===== src/sv/jse_pkg.sv =====
// Shared types, character codes and helper functions for the JSON string escaper.
// Used by jse_front, jse_queue, jse_back and the top level; depends on nothing.
package jse_pkg;

   // Request kinds carried on the input tuser
   localparam logic [1:0] REQ_BEGIN = 2'd0;
   localparam logic [1:0] REQ_BYTE  = 2'd1;
   localparam logic [1:0] REQ_END   = 2'd2;

   // Configuration register indexes
   localparam logic CSR_CAPACITY   = 1'b0;
   localparam logic CSR_ESC_SLASH  = 1'b1;

   localparam logic [15:0] CAPACITY_RESET = 16'd256;
   // Bytes kept free after every sequence: closing quote and terminator
   localparam logic [2:0]  RESERVE_BYTES  = 3'd2;

   // Character codes
   localparam logic [7:0] CHAR_QUOTE  = 8'h22;
   localparam logic [7:0] CHAR_BSLASH = 8'h5c;
   localparam logic [7:0] CHAR_SLASH  = 8'h2f;
   localparam logic [7:0] CHAR_SPACE  = 8'h20;
   localparam logic [7:0] CHAR_U      = 8'h75;
   localparam logic [7:0] CHAR_ZERO   = 8'h30;
   localparam logic [7:0] CHAR_LC_B   = 8'h62;
   localparam logic [7:0] CHAR_LC_F   = 8'h66;
   localparam logic [7:0] CHAR_LC_N   = 8'h6e;
   localparam logic [7:0] CHAR_LC_R   = 8'h72;
   localparam logic [7:0] CHAR_LC_T   = 8'h74;
   localparam logic [7:0] CTRL_BS     = 8'h08;
   localparam logic [7:0] CTRL_FF     = 8'h0c;
   localparam logic [7:0] CTRL_LF     = 8'h0a;
   localparam logic [7:0] CTRL_CR     = 8'h0d;
   localparam logic [7:0] CTRL_TAB    = 8'h09;

   // Kind of output sequence queued between front and back
   typedef enum logic [2:0] {
      SEQ_OPEN,
      SEQ_CLOSE,
      SEQ_BARE_END,
      SEQ_PLAIN,
      SEQ_ESC2,
      SEQ_ESC6
   } seq_kind_type;

   // One queued sequence: kind, payload byte and reported length
   typedef struct packed {
      seq_kind_type kind;
      logic [7:0]   data;
      logic [15:0]  total;
   } seq_type;

   // Number of bytes a sequence puts out
   function automatic logic [2:0] seq_len(input seq_kind_type kind);
      logic [2:0] len;
      case (kind)
         SEQ_ESC2: len = 3'd2;
         SEQ_ESC6: len = 3'd6;
         default:  len = 3'd1;
      endcase
      return len;
   endfunction

   // Lower-case hex digit
   function automatic logic [7:0] hex_digit(input logic [3:0] nib);
      logic [7:0] ch;
      if (nib < 4'd10) ch = CHAR_ZERO + {4'h0, nib};
      else             ch = 8'h57 + {4'h0, nib};
      return ch;
   endfunction

endpackage


===== src/sv/jse_queue.sv =====
// Short register queue of output sequences between front and back.
// Depends on jse_pkg for the sequence type.
module jse_queue #(
   parameter int DEPTH = 4
) (
   input  logic            clock,
   input  logic            reset,
   input  logic            push,
   input  jse_pkg::seq_type push_data,
   input  logic            pop,
   output logic            full,
   output logic            head_valid,
   output jse_pkg::seq_type head
);
   import jse_pkg::*;

   localparam int PTR_W = (DEPTH > 1) ? $clog2(DEPTH) : 1;
   localparam int CNT_W = $clog2(DEPTH + 1);
   localparam logic [PTR_W-1:0] LAST_PTR = PTR_W'(DEPTH - 1);
   localparam logic [CNT_W-1:0] FULL_CNT = CNT_W'(DEPTH);

   seq_type          entry_ff [DEPTH];
   logic [PTR_W-1:0] wr_ptr_ff, wr_ptr_in;
   logic [PTR_W-1:0] rd_ptr_ff, rd_ptr_in;
   logic [CNT_W-1:0] count_ff, count_in;

   assign full       = (count_ff == FULL_CNT);
   assign head_valid = (count_ff != '0);
   assign head       = entry_ff[rd_ptr_ff];

   // Advance pointers and fill count
   always_comb begin
      wr_ptr_in = wr_ptr_ff;
      rd_ptr_in = rd_ptr_ff;
      count_in  = count_ff;
      if (push) begin
         wr_ptr_in = (wr_ptr_ff == LAST_PTR) ? '0 : wr_ptr_ff + 1'b1;
      end
      if (pop) begin
         rd_ptr_in = (rd_ptr_ff == LAST_PTR) ? '0 : rd_ptr_ff + 1'b1;
      end
      if (push && !pop) begin
         count_in = count_ff + 1'b1;
      end else if (pop && !push) begin
         count_in = count_ff - 1'b1;
      end
   end

   always_ff @(posedge clock) begin
      if (reset) begin
         wr_ptr_ff <= '0;
         rd_ptr_ff <= '0;
         count_ff  <= '0;
      end else begin
         wr_ptr_ff <= wr_ptr_in;
         rd_ptr_ff <= rd_ptr_in;
         count_ff  <= count_in;
      end
   end

   // Store pushed entries
   always_ff @(posedge clock) begin
      if (push) begin
         entry_ff[wr_ptr_ff] <= push_data;
      end
   end

endmodule


===== src/sv/jse_front.sv =====
// Front end: configuration registers, string state, request classification
// and budget check. Depends on jse_pkg; feeds jse_queue.
module jse_front (
   input  logic             clock,
   input  logic             reset,
   input  logic             req_valid,
   output logic             req_ready,
   input  logic [1:0]       req_kind,
   input  logic [7:0]       req_byte,
   input  logic             csr_we,
   input  logic             csr_index,
   input  logic [15:0]      csr_wdata,
   input  logic             q_full,
   output logic             q_push,
   output jse_pkg::seq_type q_data
);
   import jse_pkg::*;

   logic [15:0] capacity_ff;
   logic        esc_slash_ff;
   logic        open_ff, open_in;
   logic        trunc_ff, trunc_in;
   logic [15:0] used_ff, used_in;

   seq_kind_type byte_kind;
   logic [7:0]   byte_data;
   logic [2:0]   byte_len;
   logic [16:0]  need;
   logic         fits;
   logic         accept;

   assign req_ready = !q_full;
   assign accept    = req_valid && !q_full;

   // Classify a source byte into plain, short escape or unicode escape
   always_comb begin
      byte_kind = SEQ_PLAIN;
      byte_data = req_byte;
      if (req_byte >= CHAR_SPACE) begin
         if (req_byte == CHAR_QUOTE || req_byte == CHAR_BSLASH ||
             (req_byte == CHAR_SLASH && esc_slash_ff)) begin
            byte_kind = SEQ_ESC2;
         end
      end else begin
         byte_kind = SEQ_ESC2;
         unique case (req_byte)
            CTRL_BS:  byte_data = CHAR_LC_B;
            CTRL_FF:  byte_data = CHAR_LC_F;
            CTRL_LF:  byte_data = CHAR_LC_N;
            CTRL_CR:  byte_data = CHAR_LC_R;
            CTRL_TAB: byte_data = CHAR_LC_T;
            default:  byte_kind = SEQ_ESC6;
         endcase
      end
   end

   // Sequence fits if capacity covers used bytes, sequence and reserve
   assign byte_len = seq_len(byte_kind);
   assign need     = {1'b0, used_ff} + {14'h0, byte_len} + {14'h0, RESERVE_BYTES};
   assign fits     = ({1'b0, capacity_ff} >= need);

   // Next string state and queued sequence
   always_comb begin
      open_in      = open_ff;
      trunc_in     = trunc_ff;
      used_in      = used_ff;
      q_push       = 1'b0;
      q_data.kind  = SEQ_PLAIN;
      q_data.data  = byte_data;
      q_data.total = '0;
      if (accept) begin
         unique case (req_kind)
            REQ_BEGIN: begin
               open_in  = 1'b0;
               trunc_in = 1'b0;
               used_in  = '0;
               if (capacity_ff > 16'd2) begin
                  open_in     = 1'b1;
                  used_in     = 16'd1;
                  q_push      = 1'b1;
                  q_data.kind = SEQ_OPEN;
               end
            end
            REQ_END: begin
               q_push = 1'b1;
               if (open_ff) begin
                  q_data.kind  = SEQ_CLOSE;
                  q_data.total = used_ff + 16'd1;
               end else begin
                  q_data.kind = SEQ_BARE_END;
               end
               open_in  = 1'b0;
               trunc_in = 1'b0;
               used_in  = '0;
            end
            REQ_BYTE: begin
               if (open_ff && !trunc_ff) begin
                  if (fits) begin
                     q_push      = 1'b1;
                     q_data.kind = byte_kind;
                     used_in     = used_ff + {13'h0, byte_len};
                  end else begin
                     trunc_in = 1'b1;
                  end
               end
            end
            default: ;
         endcase
      end
   end

   always_ff @(posedge clock) begin
      if (reset) begin
         open_ff  <= 1'b0;
         trunc_ff <= 1'b0;
         used_ff  <= '0;
      end else begin
         open_ff  <= open_in;
         trunc_ff <= trunc_in;
         used_ff  <= used_in;
      end
   end

   // Configuration writes
   always_ff @(posedge clock) begin
      if (reset) begin
         capacity_ff  <= CAPACITY_RESET;
         esc_slash_ff <= 1'b0;
      end else if (csr_we) begin
         unique case (csr_index)
            CSR_CAPACITY:  capacity_ff  <= csr_wdata;
            CSR_ESC_SLASH: esc_slash_ff <= csr_wdata[0];
            default: ;
         endcase
      end
   end

endmodule


===== src/sv/jse_back.sv =====
// Back end: expands queued sequences into output bytes, one per cycle while the
// output is ready, into a registered output stage. Depends on jse_pkg; fed by jse_queue.
module jse_back (
   input  logic             clock,
   input  logic             reset,
   input  logic             q_valid,
   input  jse_pkg::seq_type q_head,
   output logic             q_pop,
   output logic             out_valid,
   input  logic             out_ready,
   output logic [7:0]       out_byte,
   output logic             out_byte_valid,
   output logic             out_last,
   output logic [15:0]      out_total
);
   import jse_pkg::*;

   logic [2:0]  idx_ff, idx_in;
   logic        valid_ff, valid_in;
   logic [7:0]  byte_ff, byte_in;
   logic        bvalid_ff, bvalid_in;
   logic        last_ff, last_in;
   logic [15:0] total_ff, total_in;
   logic        advance;
   logic        seq_done;

   assign advance  = q_valid && (!valid_ff || out_ready);
   assign seq_done = (idx_ff == seq_len(q_head.kind) - 3'd1);
   assign q_pop    = advance && seq_done;

   // Select the byte at the current position of the head sequence
   always_comb begin
      byte_in   = CHAR_QUOTE;
      bvalid_in = 1'b1;
      last_in   = 1'b0;
      total_in  = '0;
      unique case (q_head.kind)
         SEQ_OPEN: byte_in = CHAR_QUOTE;
         SEQ_CLOSE: begin
            byte_in  = CHAR_QUOTE;
            last_in  = 1'b1;
            total_in = q_head.total;
         end
         SEQ_BARE_END: begin
            byte_in   = '0;
            bvalid_in = 1'b0;
            last_in   = 1'b1;
         end
         SEQ_PLAIN: byte_in = q_head.data;
         SEQ_ESC2:  byte_in = (idx_ff == 3'd0) ? CHAR_BSLASH : q_head.data;
         SEQ_ESC6: begin
            case (idx_ff)
               3'd0:    byte_in = CHAR_BSLASH;
               3'd1:    byte_in = CHAR_U;
               3'd4:    byte_in = hex_digit(q_head.data[7:4]);
               3'd5:    byte_in = hex_digit(q_head.data[3:0]);
               default: byte_in = CHAR_ZERO;
            endcase
         end
         default: ;
      endcase
   end

   // Step position and output valid
   always_comb begin
      idx_in   = idx_ff;
      valid_in = valid_ff;
      if (advance) begin
         idx_in   = seq_done ? 3'd0 : idx_ff + 3'd1;
         valid_in = 1'b1;
      end else if (out_ready) begin
         valid_in = 1'b0;
      end
   end

   always_ff @(posedge clock) begin
      if (reset) begin
         idx_ff   <= '0;
         valid_ff <= 1'b0;
      end else begin
         idx_ff   <= idx_in;
         valid_ff <= valid_in;
      end
   end

   // Load output payload
   always_ff @(posedge clock) begin
      if (advance) begin
         byte_ff   <= byte_in;
         bvalid_ff <= bvalid_in;
         last_ff   <= last_in;
         total_ff  <= total_in;
      end
   end

   assign out_valid      = valid_ff;
   assign out_byte       = byte_ff;
   assign out_byte_valid = bvalid_ff;
   assign out_last       = last_ff;
   assign out_total      = total_ff;

endmodule


===== src/sv/json_string_escaper.sv =====
// JSON string escaper: begin, byte and end requests become a quoted, escaped
// JSON string within a byte budget set by the capacity register; each end
// request yields one result with tlast and, for an open string, the total length.
// The front end takes one request per cycle while its QUEUE_DEPTH-entry
// sequence queue has room; the back end puts out one byte per cycle while the
// result side is ready, a short escape as two bytes and a unicode escape as six,
// and the input stalls only once the queue has filled behind a run of escapes
// or a stalled output. Requests pass the queue and the output register. Top
// level; depends on jse_pkg, jse_front, jse_queue and jse_back.
module json_string_escaper #(
   parameter int QUEUE_DEPTH = 4
) (
   input  logic        clock,
   input  logic        reset,
   input  logic        req_tvalid,
   output logic        req_tready,
   input  logic [7:0]  req_tdata,   // [7:0] in_byte
   input  logic [1:0]  req_tuser,   // [1:0] req_type
   output logic        rsp_tvalid,
   input  logic        rsp_tready,
   output logic [23:0] rsp_tdata,   // [7:0] out_byte, [23:8] total_length
   output logic [0:0]  rsp_tuser,   // [0] byte_valid
   output logic        rsp_tlast,
   input  logic        csr_we,
   input  logic        csr_index,
   input  logic [15:0] csr_wdata
);
   import jse_pkg::*;

   seq_type     q_data;
   seq_type     q_head;
   logic        q_push;
   logic        q_pop;
   logic        q_full;
   logic        q_valid;
   logic [7:0]  out_byte;
   logic [15:0] out_total;

   jse_front u_front (
      .clock     (clock),
      .reset     (reset),
      .req_valid (req_tvalid),
      .req_ready (req_tready),
      .req_kind  (req_tuser),
      .req_byte  (req_tdata),
      .csr_we    (csr_we),
      .csr_index (csr_index),
      .csr_wdata (csr_wdata),
      .q_full    (q_full),
      .q_push    (q_push),
      .q_data    (q_data)
   );

   jse_queue #(.DEPTH(QUEUE_DEPTH)) u_queue (
      .clock      (clock),
      .reset      (reset),
      .push       (q_push),
      .push_data  (q_data),
      .pop        (q_pop),
      .full       (q_full),
      .head_valid (q_valid),
      .head       (q_head)
   );

   jse_back u_back (
      .clock          (clock),
      .reset          (reset),
      .q_valid        (q_valid),
      .q_head         (q_head),
      .q_pop          (q_pop),
      .out_valid      (rsp_tvalid),
      .out_ready      (rsp_tready),
      .out_byte       (out_byte),
      .out_byte_valid (rsp_tuser[0]),
      .out_last       (rsp_tlast),
      .out_total      (out_total)
   );

   assign rsp_tdata = {out_total, out_byte};

endmodule


===== config.mk =====
export PLATFORM = sky130hd
export DESIGN_NAME = json_string_escaper
export DESIGN_NICKNAME = d
export VERILOG_FILES = /design/src/sv/jse_pkg.sv /design/src/sv/jse_queue.sv /design/src/sv/jse_front.sv /design/src/sv/jse_back.sv /design/src/sv/json_string_escaper.sv
export SDC_FILE = /design/constraint.sdc
export NUM_CORES = 1
export LEC_CHECK = 0
export CAP_MARGIN = 20
export CORE_ASPECT_RATIO = 0.75
export CORE_MARGIN = 3
export CORE_UTILIZATION = 38
export DETAILED_ROUTE_END_ITERATION = 16
export DONT_BUFFER_PORTS = 1
export SLEW_MARGIN = 20
export SYNTH_ARGS = -nofsm -noshare
export SYNTH_HDL_FRONTEND = slang
export SYNTH_HIERARCHICAL = 1
export SYNTH_SLANG_ARGS = --single-unit
export TNS_END_PERCENT = 30

===== constraint.sdc =====
create_clock -name clock -period 7.35 [get_ports clock]
set_input_delay 1.47 -clock clock [delete_from_list [all_inputs] [get_ports clock]]
set_output_delay 1.47 -clock clock [all_outputs]
set_load 0.05 [all_outputs]

Word-level counts from Yosys, hierarchy flattened

Memories as Yosys holds them, arrays and structs flattened. A register that Yosys moved wholly into a read port is not among the register bits.
Cells that the tools add are included.

Input bits: 32
Memories: 1
Flip-flop bits (word level): 72
Bits in writable memories: 108

$add $sub $neg: 14
Multiplexer cells: 47
Equality and inequality tests: 27
Bitwise logic cells: 1
Order comparisons: 5
Reduce and logical (&&, ||, !) cells: 31

Memory list:

| memory           | depth | width | read ports | clocked after Yosys merged registers in | write ports | line            | source |
|---|---|---|---|---|---|---|---|
| u_queue.entry_ff | 4     | 27    | 1          | 1                                       | 1           | jse_queue.sv:22 | `seq_type entry_ff [DEPTH];` |

Operators with widths:

| kind                  | count |
|---|---|
| $mux 16               | 5 |
| $pmux 8 s4            | 2 |
| $pmux 16 s3           | 1 |
| $eq 8x4->1 const B    | 5 |
| $pmux 8 s5            | 1 |
| $mux 8                | 4 |
| $mux 3                | 8 |
| $eq 3x3->1 const B    | 7 |
| $add 16x3->17         | 1 |
| $add 17x2->17 const B | 1 |
| $ge 16x17->1          | 1 |
| $add 16x1->16 const B | 1 |
| $add 16x3->16         | 1 |
| $add 7x4->8 const A   | 2 |
| $eq 8x6->1 const B    | 2 |
| $gt 16x2->1 const B   | 1 |
| $add 6x4->7 const A   | 2 |
| $mux 1                | 14 |
| $mux 2                | 6 |
| $pmux 3 s2            | 2 |
| $pmux 3 s3            | 1 |
| $eq 8x7->1 const B    | 1 |
| $ge 8x6->1 const B    | 1 |
| $lt 4x4->1 const B    | 2 |
| other kinds (24)      | 53 |

Depth between registers and ports, before layout

Gate-level depths: netlist (run 1).

Depth in word-level cells: 18
Gate-level depth with buffers: 27
Gate-level depth less buffers: 26

By module

The synthesis (run 1) kept the hierarchy.

Modules (own cells, without submodules):

| module    | area an instance (um^2) | cells each | seq. area each (um^2) | times used |
|---|---|---|---|---|
| jse_queue | 4385.5                  | 185        | 3423.3                | 1 |
| jse_front | 3108.0                  | 432        | 700.7                 | 1 |
| jse_back  | 1634.1                  | 153        | 860.8                 | 1 |

Least setup slack after synthesis (run 1)

OpenSTA, ideal clock, no wires.

Kind: input to register
Start: in req_tdata[0]
End: reg u_queue.count_ff[2]
Data required time: 7.280 ns
Path buffers: 1
Slack: 0.287 ns
Library setup time: 0.070 ns
Cell stages on the path: 27
Arrival: 6.993 ns
Cell sequence: buf_6 -> or3_1 -> a2111o_1 -> a221oi_2 -> inv_2 -> ha_1 -> inv_1 -> ha_1 -> ha_1 -> o21a_1 -> o2111ai_1 -> or2_2 -> nor2_1 -> xnor2_1 -> ha_1 -> nand4_1 -> nor4_1 -> o21ai_0 -> nand4_1 -> nand4_1 -> a21boi_0 -> ha_1 -> inv_1 -> fa_1 -> xor2_1 -> or3_1 -> a21oi_1

Cells in the longest elaborated chain, start to end: 17
Elaborated cells on any way between the ends: 31
Those cells by class: 2 x add/sub; 2 x order compare; 10 x eq/ne; 9 x mux; 8 x reduce/logical

Ends and longest elaborated chain:

| element                                                            | line                      | source |
|---|---|---|
| start: declaration                                                 | json_string_escaper.sv:17 | `input logic [7:0] req_tdata,` |
| parallel branches: the longest is 4 deep, another holds $ge 8x6->1 | --                        |  |
| $mux 3 (*)                                                         | jse_front.sv:39           | `if (req_byte >= CHAR_SPACE) begin` |
| $eq 3x3->1                                                         | jse_pkg.sv:56             | `case (kind)` |
| $pmux 3 s2 (*)                                                     | jse_pkg.sv:56             |  |
| $add 16x3->17 (*)                                                  | jse_front.sv:59           | `assign need = {1'b0, used_ff} + {14'h0, byte_len} + {14'h0, RESERVE_BYTES};` |
| $add 17x2->17 (*)                                                  | jse_front.sv:59           |  |
| $ge 16x17->1 (*)                                                   | jse_front.sv:60           | `assign fits = ({1'b0, capacity_ff} >= need);` |
| $mux 1 (*)                                                         | jse_front.sv:98           | `if (fits) begin` |
| $mux 1 (*)                                                         | jse_front.sv:97           | `if (open_ff && !trunc_ff) begin` |
| $pmux 1 s3 (*)                                                     | jse_front.sv:72           | `unique case (req_kind)` |
| $mux 1 (*)                                                         | jse_front.sv:71           | `if (accept) begin` |
| named net q_push                                                   | json_string_escaper.sv:32 | `logic q_push;` |
| $logic_not 1->1                                                    | jse_queue.sv:44           | `end else if (pop && !push) begin` |
| $logic_and 1x1->1                                                  | jse_queue.sv:44           |  |
| $reduce_bool 2->1 (no line)                                        | --                        |  |
| end signal: assignment                                             | jse_queue.sv:57           | `count_ff <= count_in;` |
| end: declaration                                                   | jse_queue.sv:25           | `logic [CNT_W-1:0] count_ff, count_in;` |

Mark *: on every way through the listed nets, which the timed path passes.
A chain may end at the register's enable or synchronous reset.

Worst setup path in the final report (run 1)

Ends and elaborated chain as after synthesis.

==> results of run 1 <==
## cell type report
cell class,instances,area share [%]
Sequential cell,182,49.9
Multi-Input combinational cell,512,38.0
Clock buffer,18,4.30
Tap cell,300,3.76
Clock inverter,14,1.84
Inverter,39,1.47
Timing Repair Buffer,10,0.752
## cell families after synthesis
kind of cell	after synthesis	synth area share [%]
mux	34	7.72
simple gates	260	14.8
flops	182	54.6
fa+ha+maj	42	5.92
buf+inv	76	3.89
compound gates	147	10.3
xor+xnor	29	2.78
## routing by layer
| metal | part of all wire (%) | vias up | track usage, % |
|---|---|---|---|
| li1 | - | 2842 | - |
| met1 | 51 | 2846 | 23.5 |
| met2 | 44 | 111 | 23.8 |
| met3 | 4.1 | 11 | 3.87 |
| met4 | 0.79 | 0 | 3.71 |
| met5 | 0 | - | 0 |
## sequential cells by signal, summed over array words and instances (netlist names), 2 cells and up, named ones only
register / flops
u_queue/entry_ff: 108
u_back/out_total: 16
u_front/capacity_ff: 16
u_front/used_ff: 16
u_back/out_byte: 8
u_back/idx_ff: 3
u_queue/count_ff: 3
u_queue/rd_ptr_ff: 2
u_queue/wr_ptr_ff: 2
## metrics by stage
step | utilization (%) | worst slack (ns) | cells | power [mW]
floorplan | - | 0.287 | 770 | 2.09
finish | 42.9 | 0.605 | 1075 | 3.13
global route | 42.9 | 0.222 | 1075 | 3.30
detailed placement | 40.2 | 0.201 | 1043 | 2.23
CTS | 42.8 | 0.636 | 1075 | 3.17
global placement | 40.2 | 0.421 | 1043 | 2.23
## power by group through the flow
stage	clock network, mW	logic [mW]	registers [mW]
after CTS	0.962	0.630	1.58
after floorplan	0	0.550	1.54
after global routing	1.00	0.711	1.59
after global placement	0	0.626	1.60
final	0.935	0.628	1.57
after detailed placement	0	0.628	1.60
## Yosys cell counts (13+ instances only)
cell type / n / area, um2
edfxtp_1: 134 / 4020
a21oi_1: 49 / 245
mux4_2: 20 / 450
xor2_1: 13 / 114
o211ai_1: 13 / 97.6
and2_1: 22 / 138
ha_1: 40 / 500
dfxtp_1: 48 / 961
clkbuf_1: 21 / 78.8
or3_1: 13 / 81.3
inv_1: 38 / 143
nand2_1: 73 / 274
nor2_1: 48 / 180
nand2b_1: 15 / 93.8
o21ai_0: 30 / 150
nand3_1: 29 / 145
xnor2_1: 16 / 140
## worst max path at each step
stage,endpoint,slack [ns]
2_1_floorplan,u_queue/count_ff[2],0.29
3_3_place_gp,u_queue/count_ff[2],0.42
3_5_place_dp,u_queue/count_ff[2],0.20
4_1_cts,u_queue/count_ff[2],0.64
5_1_grt,u_queue/count_ff[2],0.22
6_report,u_queue/count_ff[2],0.60
## critical path, stage by stage
cell and delay [ns]:
or3_1 0.35, a2111o_1 0.38, a221oi_2 0.40, inv_2 0.14, ha_1 0.31, inv_1 0.06, ha_1 0.17, ha_1 0.18
o21a_1 0.16, o2111ai_1 0.15, or2_2 0.37, nor2_1 0.14, xnor2_1 0.10, ha_1 0.34, nand4_1 0.12, nor4_1 0.29
o21ai_0 0.16, nand4_1 0.15, nand4_1 0.11, a21boi_0 0.30, ha_1 0.24, inv_1 0.06, fa_1 0.37, xor2_1 0.15
or3_1 0.31, a21oi_1 0.16
==> run summary, run 1 <==
STATUS
-----------------------------------------------------------------------------------------------
Run status                                                                         finished, final reports clean

DIE
-----------------------------------------------------------------------------------------------
Count of standard-cell rows                                                                  48
I/O pin count                                                                                60
Vertical extent of the die                                                               140 um
Placeable core area                                                                   23300 um2
Initial core utilization                                                                  39.2%
DIE AREA                                                                              25900 um2
Horizontal extent of the die                                                             185 um

STA
-----------------------------------------------------------------------------------------------
Worst-margin pin slew                                                                  0.960 ns
Final setup violation count                                                                   0
Fmax                                                                                    148 MHz
Hold_ws                                                                                0.484 ns
Remaining max-slew budget at the tightest pin                                             36.0%
Final setup TNS                                                                            0 ns
Unrepaired setup endpoints after global routing                                              no
Setup clock skew after layout                                                         0.0135 ns
Min Tclk post-route                                                                     6.75 ns
Final count of pins violating max slew                                                        0
Final count of hold timing violations                                                         0
Final worst-path cycle share                                                              91.8%

FINAL LAYOUT
-----------------------------------------------------------------------------------------------
Multi-input gate area                                                                  3790 um2
Area taken by flip-flops and latches                                                   4990 um2
Design area                                                                            9990 um2
Final-layout fill cell count                                                               2160
Area added between synthesis and finish                                                   9.40%
Top library cells by usage in the layout, fill and taps aside                      edfxtp_1 (134), nand2_1 (73), a21oi_1 (49)
Fraction of layout cells with a size suffix above 1                                       10.8%
Most common cell after layout, fill and taps aside                                     edfxtp_1
# diodes                                                                                      0
Net count, final                                                                            836

WORST SETUP PATH
-----------------------------------------------------------------------------------------------
Crit path kind                                                                     input port to flop
Capture instance of the worst register-to-register path                            u_queue/count_ff[2]
Worst path required time                                                                7.71 ns
Startpoint type of the worst setup path                                              input port
Source of the worst register-to-register timing path                               u_front/esc_slash_ff
Worst R2R Setup Slack                                                                   1.48 ns
Startpoint of the most critical setup path                                         req_tdata[0]
Data arrival, critical path                                                             7.11 ns
Maximum net fanout on the critical path                                                      10
Type of destination of the critical path                                                   flop
Worst reg2reg path depth                                                                     26

SYNTHESIS
-----------------------------------------------------------------------------------------------
Yosys warning count                                                                           6
Number of enable flip-flop cells after synthesis                                            134
Most frequently used flop master after synthesis                                       edfxtp_1
Flip-flop and latch count after synthesis                                                   182
Fraction of registers with async set/reset                                                   0%
Avg Inst Size Synth                                                                    11.9 um2
Portion of the post-synthesis area used by sequential elements                            54.6%
Syn Std Cell Area                                                                      9130 um2
Distinct cells, synth                                                                        69
Cells after Synth                                                                           770
Post-synthesis net count                                                                    844

GLOBAL ROUTING
-----------------------------------------------------------------------------------------------
Congestion Overflow GR                                                                        0
Antenna violations before repair                                                              0
First-pass GRT wire length                                                             32200 um
Total routing usage reported by global routing                                            15.9%
Number of global-route vias before repair                                                  5768
Maximum number of pins on one net before global-route repair                                 33

CLOCKING
-----------------------------------------------------------------------------------------------
Number of buffers inserted by post-CTS setup repair                                           0
# resized after CTS                                                                           0
Clock Sink Count                                                                            182
Hold buffer count at cts                                                                      0
CTS H-tree depth                                                                              4
Number of CTS-inserted buffers                                                               17
Root Driver                                                                           clkbuf_16
Clock tree from TritonCTS                                                                  done
Clock latency on the worst-skew pair                                                    0.43 ns
Clock tree buffer depth                                                                       2
Clock input transition at the sequential cells of the worst setup and hold paths        0.07 ns

POWER
-----------------------------------------------------------------------------------------------
Leakage power total                                                                     3.32 nW
Power per Cell Area                                                                  314 nW/um2
Worst ir drop on vdd                                                                   0.163 mV
Part of the total power dissipated in combinational logic                                 20.1%
Switching share of power                                                                  35.2%
Register share of total power                                                             50.1%
Cell-internal power                                                                     2.03 mW
Clock Power Share                                                                         29.9%
Power spent charging and discharging nets                                               1.10 mW

HOLD PATH
-----------------------------------------------------------------------------------------------
Hold-critical path depth                                                                      2
Worst hold path startpoint                                                         u_front/esc_slash_ff
Hold/Removal Path Class                                                            flop to flop
Hold Path End                                                                      u_front/esc_slash_ff

RUN
-----------------------------------------------------------------------------------------------
Count of maximum capacitance violations                                                       0

ROUTE
-----------------------------------------------------------------------------------------------
Iteration count of the initial detailed-routing pass                                          5
Routed wire length per instance                                                         18.2 um
Vias                                                                                       5810
Drt first-iter violations                                                                   403
Final wirelength                                                                       19500 um
DRC violation count after routing                                                             0
Routed Antenna Nets                                                                           0
Detail-routed via count per cell                                                           5.40

PLACEMENT
-----------------------------------------------------------------------------------------------
Final weighted congestion of routability-driven global placement                          0.868
Estimated wirelength of the detail-placed design                                       13800 um
Number of port buffers                                                                        0
Total placed instance area                                                             9370 um2

Power figures use the tool's default switching activity.
==> run 2, diff against run 1 <==
--- a/config.mk
+++ b/config.mk
@@ -14,6 +14,5 @@
 export SLEW_MARGIN = 20
 export SYNTH_ARGS = -nofsm -noshare
 export SYNTH_HDL_FRONTEND = slang
-export SYNTH_HIERARCHICAL = 1
 export SYNTH_SLANG_ARGS = --single-unit
 export TNS_END_PERCENT = 30
==> run 2 against run 1 <==
Compared with the run above: first-iteration DRC count is 25% higher; cell count is 2.5% lower; routed wire length is 0.75% higher; highest routed layer unchanged; sequential share of layout area is 1.1 points higher; flip-flop and latch count stayed put; die area is 1.9% lower; register-to-register slack worse by 0.32 ns; synthesized area is 2.0% lower.
==> run summary, run 2 <==
ROUTE
-----------------------------------------------------------------------------------------------
Routed Antenna Nets                                                                           0   unchanged
Vias                                                                                       5796   -0.24%
Drt first-iter violations                                                                   502   +25%
Final wirelength                                                                       19700 um   +0.75%
Iteration count of the initial detailed-routing pass                                          5   unchanged
Routed wire length per instance                                                         18.8 um   +3.3%
DRC violation count after routing                                                             0   unchanged
Detail-routed via count per cell                                                           5.53   +2.3%

HOLD PATH
-----------------------------------------------------------------------------------------------
Worst hold path startpoint                                                         u_front.capacity_ff[6]
Hold/Removal Path Class                                                            flop to flop
Hold Path End                                                                      u_front.capacity_ff[6]
Hold-critical path depth                                                                      2   unchanged

FINAL LAYOUT
-----------------------------------------------------------------------------------------------
Count of placed standard cells in the final layout, fillers left out                       1048   -2.5%
Most common cell after layout, fill and taps aside                                     edfxtp_1
Area taken by flip-flops and latches                                                   4990 um2   about the same
Final-layout fill cell count                                                               2100   -2.8%
Top library cells by usage in the layout, fill and taps aside                      edfxtp_1 (134), nand2_1 (70), nor2_1 (58)
# diodes                                                                                      0   unchanged
Area added between synthesis and finish                                                   9.32%   about the same
Net count, final                                                                            812   -2.9%
Max FFs per register                                                                        108   unchanged
Core utilization of the finished layout                                                   43.3%   +0.44 points
Fraction of layout cells with a size suffix above 1                                       11.8%   +0.97 points
Largest reg by FF count                                                            u_queue.entry_ff
Multi-input gate area                                                                  3670 um2   -3.2%

GLOBAL ROUTING
-----------------------------------------------------------------------------------------------
First-pass GRT wire length                                                             31600 um   -1.9%
Number of global-route vias before repair                                                  5664   -1.8%
Total routing usage reported by global routing                                            16.0%   +0.039 points
Antenna violations before repair                                                              0   unchanged
Congestion Overflow GR                                                                        0   unchanged
Maximum number of pins on one net before global-route repair                                 34   +3.0%

DIE
-----------------------------------------------------------------------------------------------
Placeable core area                                                                   22600 um2   -3.1%
Count of standard-cell rows                                                                  47   -2.1%
DIE AREA                                                                              25400 um2   -1.9%
Vertical extent of the die                                                               139 um   -0.97%
I/O pin count                                                                                60   unchanged
Horizontal extent of the die                                                             183 um   -0.98%
Initial core utilization                                                                  39.6%   +0.44 points

STA
-----------------------------------------------------------------------------------------------
Hold_ws                                                                                0.476 ns   -0.00794 ns
Final count of hold timing violations                                                         0   unchanged
Worst-margin pin slew                                                                  0.922 ns   -0.0386 ns
Final count of pins violating max slew                                                        0   unchanged
Final setup violation count                                                                   0   unchanged
Fmax                                                                                    145 MHz   -1.9%
Unrepaired setup endpoints after global routing                                              no
Remaining max-slew budget at the tightest pin                                             38.4%   +2.4 points
Final worst-path cycle share                                                              93.5%   +1.7 points
Min Tclk post-route                                                                     6.87 ns   +0.128 ns
Final setup TNS                                                                            0 ns   unchanged
Setup clock skew after layout                                                         0.0139 ns   +0.000322 ns

SYNTHESIS
-----------------------------------------------------------------------------------------------
Most used standard cell by instance count after synthesis                              edfxtp_1
Ranking of synthesized cells by area                                               edfxtp_1 (45%), dfxtp_1 (11%), mux4_2 (6.8%)
Portion of the post-synthesis area used by sequential elements                            55.7%   +1.1 points
Distinct cells, synth                                                                        70   +1.4%
Synth Area in Simple Gates                                                                13.4%   -1.4 points
Synth Area in Compound Gates                                                              10.7%   +0.42 points
Yosys top cell area share                                                                 45.0%   +0.91 points
Parity-gate share of the synthesized area counting xor and xnor cells                     2.94%   +0.16 points
Commonest cells in the synthesized netlist                                         edfxtp_1 (134), nand2_1 (70), nor2_1 (59)
Yosys warning count                                                                           0   -6
Fraction of registers with async set/reset                                                   0%   unchanged
Post-Synth Adder-Cell Area                                                                5.85%   -0.074 points
Syn Std Cell Area                                                                      8940 um2   -2.0%
Number of enable flip-flop cells after synthesis                                            134   unchanged
Post-synth top area cell                                                               edfxtp_1
Avg Inst Size Synth                                                                    11.9 um2   about the same
Flip-flop and latch count after synthesis                                                   182   unchanged
Main combinational cell family by area after synthesis                             simple AND/OR/NAND/NOR gates
Portion of netlist area occupied by mux cells                                             8.03%   +0.31 points
Cells after Synth                                                                           754   -2.1%
Post-synthesis net count                                                                    825   -2.3%
Most frequently used flop master after synthesis                                       edfxtp_1

WORST SETUP PATH
-----------------------------------------------------------------------------------------------
Startpoint type of the worst setup path                                              input port
Maximum net fanout on the critical path                                                      10   unchanged
Worst path required time                                                                7.72 ns   about the same
Startpoint of the most critical setup path                                         req_tdata[0]
Source of the worst register-to-register timing path                               u_front.esc_slash_ff
Worst R2R Setup Slack                                                                   1.16 ns   -0.32 ns
Critical Path Slowest Stage Cell                                                           fa_1
Sum of buffers and inverters on the critical path                                             4   +1
Crit-path max cell delay                                                                0.44 ns   +0.04 ns
Worst reg2reg path depth                                                                     28   +7.7%
Cell mode on critical path                                                                 ha_1
Crit path kind                                                                     input port to flop
Type of destination of the critical path                                                   flop
Cell family with the largest share of critical-path delay                          compound AO/OA/AOI/OAI gates
Data arrival, critical path                                                             7.25 ns   +0.14 ns
Capture instance of the worst register-to-register path                            u_queue.count_ff[2]

CLOCKING
-----------------------------------------------------------------------------------------------
Hold buffer count at cts                                                                      0   unchanged
Root Driver                                                                           clkbuf_16
Clock tree from TritonCTS                                                                  done
Clock tree buffer depth                                                                       2   unchanged
# resized after CTS                                                                           0   unchanged
CTS H-tree depth                                                                              4   unchanged
Number of CTS-inserted buffers                                                               17   unchanged
Number of buffers inserted by post-CTS setup repair                                           0   unchanged
Clock latency on the worst-skew pair                                                    0.43 ns   about the same
Clock Sink Count                                                                            182   unchanged
Clock input transition at the sequential cells of the worst setup and hold paths        0.08 ns   about the same

PLACEMENT
-----------------------------------------------------------------------------------------------
Estimated wirelength of the detail-placed design                                       13600 um   -1.2%
Placed Cells                                                                               1016   -2.6%
Final weighted congestion of routability-driven global placement                          0.875   +0.78%
Number of port buffers                                                                        0   unchanged

POWER
-----------------------------------------------------------------------------------------------
Worst ir drop on vdd                                                                   0.257 mV   +58%
Leakage power total                                                                     3.27 nW   -1.5%
Overall power after layout                                                              3.11 mW   -0.59%
Power per Cell Area                                                                  318 nW/um2   +1.5%

RUN
-----------------------------------------------------------------------------------------------
Count of maximum capacitance violations                                                       0   unchanged

STATUS
-----------------------------------------------------------------------------------------------
Run status                                                                         finished, final reports clean

[run 2: changes by cell type after synthesis, moves of 4 or more]
cell	before	now
and2_1	22	9
nor2_1	48	59
nand2b_1	15	7
a31oi_1	11	2
mux4_1	7	0
inv_1	38	31
o21ai_0	30	39
nand3_1	29	18
o211ai_1	13	7
mux2i_1	7	11
mux4_2	20	27
and3_1	6	22
[run 2: per-stage QoR]
stage | instance area [um2] | setup WS [ns]
floorplan | 8940 | 0.582
global placement | 9190 | 0.214
detailed placement | 9190 | 0.0626
CTS | 9770 | 0.498
global route | 9780 | 0.0382
finish | 9780 | 0.476
[run 2: tightest hold or removal path: stages (launching register included)]
cell,delay (ns)
dfxtp_1,0.33
nand2_1,0.06
a21oi_1,0.05
[run 2: kinds of logic after synthesis]
family | Yosys count
compound gates | 148
xor+xnor | 30
fa+ha+maj | 41
buf+inv | 70
flops | 182
mux | 38
simple gates | 245
[run 2: metal layers]
layer,share of wire [%],up-vias,wire [um],GRT usage (%)
met5,0,-,0,0
met2,44,161,8570,23.1
met1,50,2858,9790,24.1
li1,-,2767,-,-
met4,0.71,0,139,4.05
met3,5.9,10,1160,3.88
[run 2: area by class of cell]
| cell class | count | area share, % |
|---|---|---|
| repair buffers | 7 | 0.537 |
| multi-input cells | 502 | 37.5 |
| flip-flops and latches | 182 | 51.0 |
| clock inverters | 15 | 1.60 |
| clock buffers | 17 | 4.35 |
| inverters | 31 | 1.19 |
| well taps | 294 | 3.76 |
[run 2: power breakdown]
part	total (mW)	internal, mW	leakage (nW)	switching, mW
logic	0.626	0.254	1.35	0.372
registers	1.58	1.26	1.64	0.328
clock network	0.904	0.481	0.282	0.423
[run 2: worst max-delay path by stage]
stage	endpoint	depth (start not counted)	slack (ns)
2_1_floorplan	u_queue.count_ff[2]	28	0.58
4_1_cts	u_queue.count_ff[2]	27	0.50
3_3_place_gp	u_queue.count_ff[2]	27	0.21
5_1_grt	u_queue.count_ff[2]	27	0.04
3_5_place_dp	u_queue.count_ff[2]	27	0.06
6_report	u_queue.count_ff[2]	27	0.48
